### src/hdl/pub_ram.sv
// Generic simple dual-port RAM with registered read.
module pub_ram #(
  parameter int WIDTH = 8,
  parameter int DEPTH = 256
) (
  input  logic                     clk,
  input  logic                     we,
  input  logic [$clog2(DEPTH)-1:0] waddr,
  input  logic [WIDTH-1:0]         wdata,
  input  logic                     re,
  input  logic [$clog2(DEPTH)-1:0] raddr,
  output logic [WIDTH-1:0]         rdata
);

  logic [WIDTH-1:0] mem [DEPTH];

  always_ff @(posedge clk) begin
    if (we) begin
      mem[waddr] <= wdata;
    end
    if (re) begin
      rdata <= mem[raddr];
    end
  end

endmodule

### config.mk
export PLATFORM = sky130hd
export DESIGN_NAME = pub_ram
export DESIGN_NICKNAME = d
export VERILOG_FILES = /design/src/hdl/pub_ram.sv
export SDC_FILE = /design/constraint.sdc
export NUM_CORES = 2
export LEC_CHECK = 0
export BUFFER_PORTS_ARGS = -buffer_cell sky130_fd_sc_hd__buf_4
export CAP_MARGIN = 20
export CORE_MARGIN = 2
export CORE_UTILIZATION = 50
export DETAILED_ROUTE_END_ITERATION = 6
export HOLD_SLACK_MARGIN = 0.02
export PLACE_DENSITY = 0.65
export SLEW_MARGIN = 20
export SYNTH_ARGS = -nofsm -noshare
export SYNTH_HDL_FRONTEND = slang
export SYNTH_SLANG_ARGS = --single-unit
### constraint.sdc
create_clock -name clk -period 4.9 [get_ports clk]
set_input_delay 0.98 -clock clk [delete_from_list [all_inputs] [get_ports clk]]
set_output_delay 0.98 -clock clk [all_outputs]
set_load 0.1 [all_outputs]
## Word level (Yosys, flattened, before mapping)

Memory sizes are Yosys's and may differ from the RTL's. A register that Yosys moved wholly into a read port is not among the register bits.
Cells that the tools add are included.

- Register bits: 0
- RAM bits: 2048
- Bits of input ports: 27
- Output and inout bits: 8
- Logic and storage cells: 3
- Memories: 1

Memories:

| memory | depth | bits a word | rd ports | clocked after Yosys merged registers in | write ports | line | RTL |
|---|---|---|---|---|---|---|---|
| mem | 256 | 8 | 1 | 1 | 1 | 15 | `logic [WIDTH-1:0] mem [DEPTH];` |

- Muxes and demuxes: 2

Operators by type and width:

| cell | count |
|---|---|
| $mux W1 | 2 |

## Longest topological paths before layout

- Word-level depth: 2
- Mapped depth: 11
- Depth with buffers taken out: 6

## Worst setup path before layout

OpenSTA, ideal clock, no wires.

- Path type: input port to flip-flop
- Start point: in raddr[0]
- End point: reg rdata[2] (read register of mem), data pin
- Setup time: 269 ps
- Arrival time: 2787 ps
- Data required time: 4631 ps
- Setup slack: 1844 ps
- Cell stages on the path: 9
- Path buffers: 4
- Path through: buf_6 buf_12 buf_8 buf_2 mux4_2 a22oi_1 a21oi_1 nor4_1 nor4_2

RTL lines:

| what | line | RTL |
|---|---|---|
| start, declared | 11 | `input logic [$clog2(DEPTH)-1:0] raddr,` |
| end, declared | 12 | `output logic [WIDTH-1:0] rdata` |

==> implementation parameters <==
Parameter                              Value

Clock tree
  Number of buffers added by the clock tree synthesis step    200
  Maximum level of the CTS H-tree    4
  Quantity of gates resized following cts    0
  Clock Path Buffers    3
  CTS tree    done
  Hold bufs inserted after CTS    0
  Clock tree root driver cell    sky130_fd_sc_hd__clkbuf_16
  Clock edge transition at the registers on the reported setup and hold paths    0.07 ns
  Number of clock sinks    2056
  Post-CTS setup repair buffer count    0
  Clock network latency to the later pin of the worst-skew pair    0.82 ns

Run
  Max-cap viol count    0

Worst setup path
  Required @ worst endpoint    5.43 ns
  Top fanout value on the critical path    between 50 and 60
  Critical path start-end classification    input port to flop
  Worst R2R Setup Slack    between 1.5 and 2 ns
  Kind of capture point of the worst setup path    flop
  Maximum single-stage delay on the critical path    about 0.79 ns
  Startpoint kind of the worst setup timing path    input port
  Slowest CP cell    sky130_fd_sc_hd__a221oi_1
  Cell breakdown of the critical path    buf_8 > buf_12 > mux4_2 > a22o_1 > a221oi_1 > o32ai_1 > nor3_1 > nor4_1
  Arrival time at the worst endpoint    around 4.2 ns

Timing
  Portion of the clock cycle consumed by the worst path in the final layout    0.758
  Total count of max-transition violations in the final report    0
  Clock Skew    between 0.03 and 0.04 ns
  Total Neg Setup Slack    0 ns
  Final setup violation count    0
  Unrepaired setup endpoints after global routing    no
  Relative slew margins    0.229
  Number of hold violations in the final report    0
  Crit path time final    approximately 3.7 ns
  Actual slew at the worst max-slew pin    about 1.2 ns
  Peak clock frequency supported by timing    269 MHz

Synthesis
  Async SR Flop Fraction    0
  Top-count cell post-synth    sky130_fd_sc_hd__edfxtp_1
  Count of distinct cell types in the synthesized netlist    54
  Dominant cells by area after synthesis    sky130_fd_sc_hd__edfxtp_1 (78%), sky130_fd_sc_hd__mux4_2 (13%), sky130_fd_sc_hd__mux2i_1 (1.7%)
  Synth warn    0
  Number of enable flip-flop cells after synthesis    about 2100
  Flip-flop and latch count after synthesis    a little over 2000
  Area leader, netlist    sky130_fd_sc_hd__edfxtp_1
  Ys flop type    sky130_fd_sc_hd__edfxtp_1
  Avg Cell Area, Syn    ~21 µm²
  Mapped Cells    approximately 3700
  Area of the mapped netlist    79600 µm²
  Total nets after synthesis    3760
  Share of Yosys cell area claimed by the top area cell type    0.775
  Top cell types by occurrence after synthesis    sky130_fd_sc_hd__edfxtp_1 (2056), sky130_fd_sc_hd__mux4_2 (454), sky130_fd_sc_hd__nor2_1 (282)
  Sequential fraction of the synthesis area    0.775

Layout
  Finished Layout Cells    6142
  Proportion of layout cells with a drive suffix above 1    0.234
  Nets    approximately 3900
  Post-synthesis to final-layout area growth    11.6%

GRT
  Number of global-route vias before repair    39300
  Maximum number of pins on one net before global-route repair    between 150 and 200
  Wire length of the first global-routing pass    279000 µm
  Total grt overflow    0
  Overall track demand over capacity in global routing    0.239
  Antenna violations before repair    10

Placed design
  Port Buffers    34
  Final weighted congestion in routability-driven placement    0.844
  HPWL after DPL    between 100000 and 150000 µm
  Cell count after placement    5781

Route
  Post-detailed-route via-to-cell ratio    around 6.4
  Antenna viol nets, final    0
  Via count    between 30000 and 40000
  Average wire per cell in the routed design    between 30 and 40 µm
  Iteration-0 DRC count of the detailed router    a little under 5000
  Number of iterations in the first detailed-routing pass    7
  Routed wire length    roughly 190000 µm
  Total DRC errors in the routed layout    0

Pwr
  Maximum resistive drop on vdd    328 µV
  Cell leakage power    27.4 nW
  Power per unit of standard cell area    401 nW/µm²

Worst hold path
  Worst hold path type    input port to flop

Floorplanning
  Placeable core region    158000 µm²
  Die W    403 µm
  Total die area    about 160000 µm²
  Number of top-level pins    35
  Row count    roughly 150
  Die Ht    slightly above 400 µm
  Effective utilization at floorplan    0.503

Run status
  Run status    finished, final reports clean
logic make-up after synthesis:
family | synth area share
AO/OA/AOI/OAI | 0.0342
buffers and inverters | 0.0183
flip-flops | 0.775
multiplexers | 0.146
AND/OR/NAND/NOR | 0.0263
final cells by class:
cell class	count	area, µm²
Antenna cell	1	2.50
Clock buffer	246	5260
Multi-Input combinational cell	1442	16500
Fill cell	11600	69300
Clock inverter	113	777
Timing Repair Buffer	210	1970
Sequential cell	2056	61700
Inverter	2	7.51
Tap cell	2072	2590
registers in the layout (all words and copies together) (netlist names):
name and count:
rdata 8, mem 2048
through the flow:
stage                     total power (W)   util  worst slack, ns  instance area (µm²)  hold WS, ns
after CTS                          0.0358  0.562             1.27                88900        0.497
after detailed placement           0.0216  0.523            0.390                82800         1.16
final                              0.0357  0.562             1.19                88900        0.555
after floorplan                    0.0208      -             1.84                79600        0.864
after global placement             0.0216  0.523          -0.0739                82800         1.15
after global routing               0.0366  0.562             1.09                88900        0.509
placed cells by master (no fill, tap or decap), types with 4 or more instances in the layout:
cell,netlist,layout
sky130_fd_sc_hd__nor2b_1,31,28
sky130_fd_sc_hd__nand2_1,33,33
sky130_fd_sc_hd__a211oi_1,16,16
sky130_fd_sc_hd__a22oi_1,133,133
sky130_fd_sc_hd__inv_6,0,5
sky130_fd_sc_hd__nand3_1,34,31
sky130_fd_sc_hd__and2_1,6,5
sky130_fd_sc_hd__clkinvlp_4,0,6
sky130_fd_sc_hd__o221ai_1,46,46
sky130_fd_sc_hd__nor2_1,282,279
sky130_fd_sc_hd__clkinv_1,1,57
sky130_fd_sc_hd__nand2b_1,8,8
sky130_fd_sc_hd__clkinv_2,0,34
sky130_fd_sc_hd__nor3_1,22,22
sky130_fd_sc_hd__nor4_1,24,20
sky130_fd_sc_hd__buf_4,27,175
sky130_fd_sc_hd__edfxtp_1,2056,2056
sky130_fd_sc_hd__clkbuf_16,0,204
sky130_fd_sc_hd__a221oi_1,13,13
sky130_fd_sc_hd__mux4_2,454,454
sky130_fd_sc_hd__clkbuf_1,111,42
sky130_fd_sc_hd__bufinv_16,0,8
sky130_fd_sc_hd__o32ai_1,4,4
sky130_fd_sc_hd__nor4_2,3,7
sky130_fd_sc_hd__buf_8,13,9
sky130_fd_sc_hd__a22o_1,8,8
sky130_fd_sc_hd__mux2i_1,134,134
sky130_fd_sc_hd__o211ai_1,10,10
sky130_fd_sc_hd__o22ai_1,28,28
sky130_fd_sc_hd__o22a_1,5,5
sky130_fd_sc_hd__a21oi_1,96,96
sky130_fd_sc_hd__or2_2,4,4
sky130_fd_sc_hd__nand4_1,10,10
sky130_fd_sc_hd__buf_12,8,24
sky130_fd_sc_hd__o21ai_0,10,10
per-layer routing:
metal  GRT usage  share of wire
met3      0.0533          0.094
met4      0.0734          0.030
met1       0.348           0.41
met5           0        0.00039
met2       0.366           0.47
critical path, delay by kind of cell:
| family | cells | cell delay [ns] |
|---|---|---|
| mux | 1 | 0.57 |
| buf+inv | 2 | 0.73 |
| compound gates | 3 | 1.36 |
| simple gates | 2 | 0.46 |
path summary, 6_finish.rpt:
kind	startpoint	end	cells after the start
worst max-delay path	raddr[0]	rdata[3]	8
worst min-delay path	re	rdata[0]	1
worst max register to register	mem[82][3]	rdata[3]	6
worst min register to register	mem[118][7]	rdata[7]	5
where the power goes:
part           leakage, nW  internal (W)  switching, W  total, W
combinational         5.98      0.000623       0.00120   0.00182
sequential            18.5        0.0194     0.0000286    0.0194
clock                 2.95       0.00801       0.00643    0.0144
total                 27.4        0.0280       0.00765    0.0357
No activity file was read; power rests on OpenSTA's default activity.
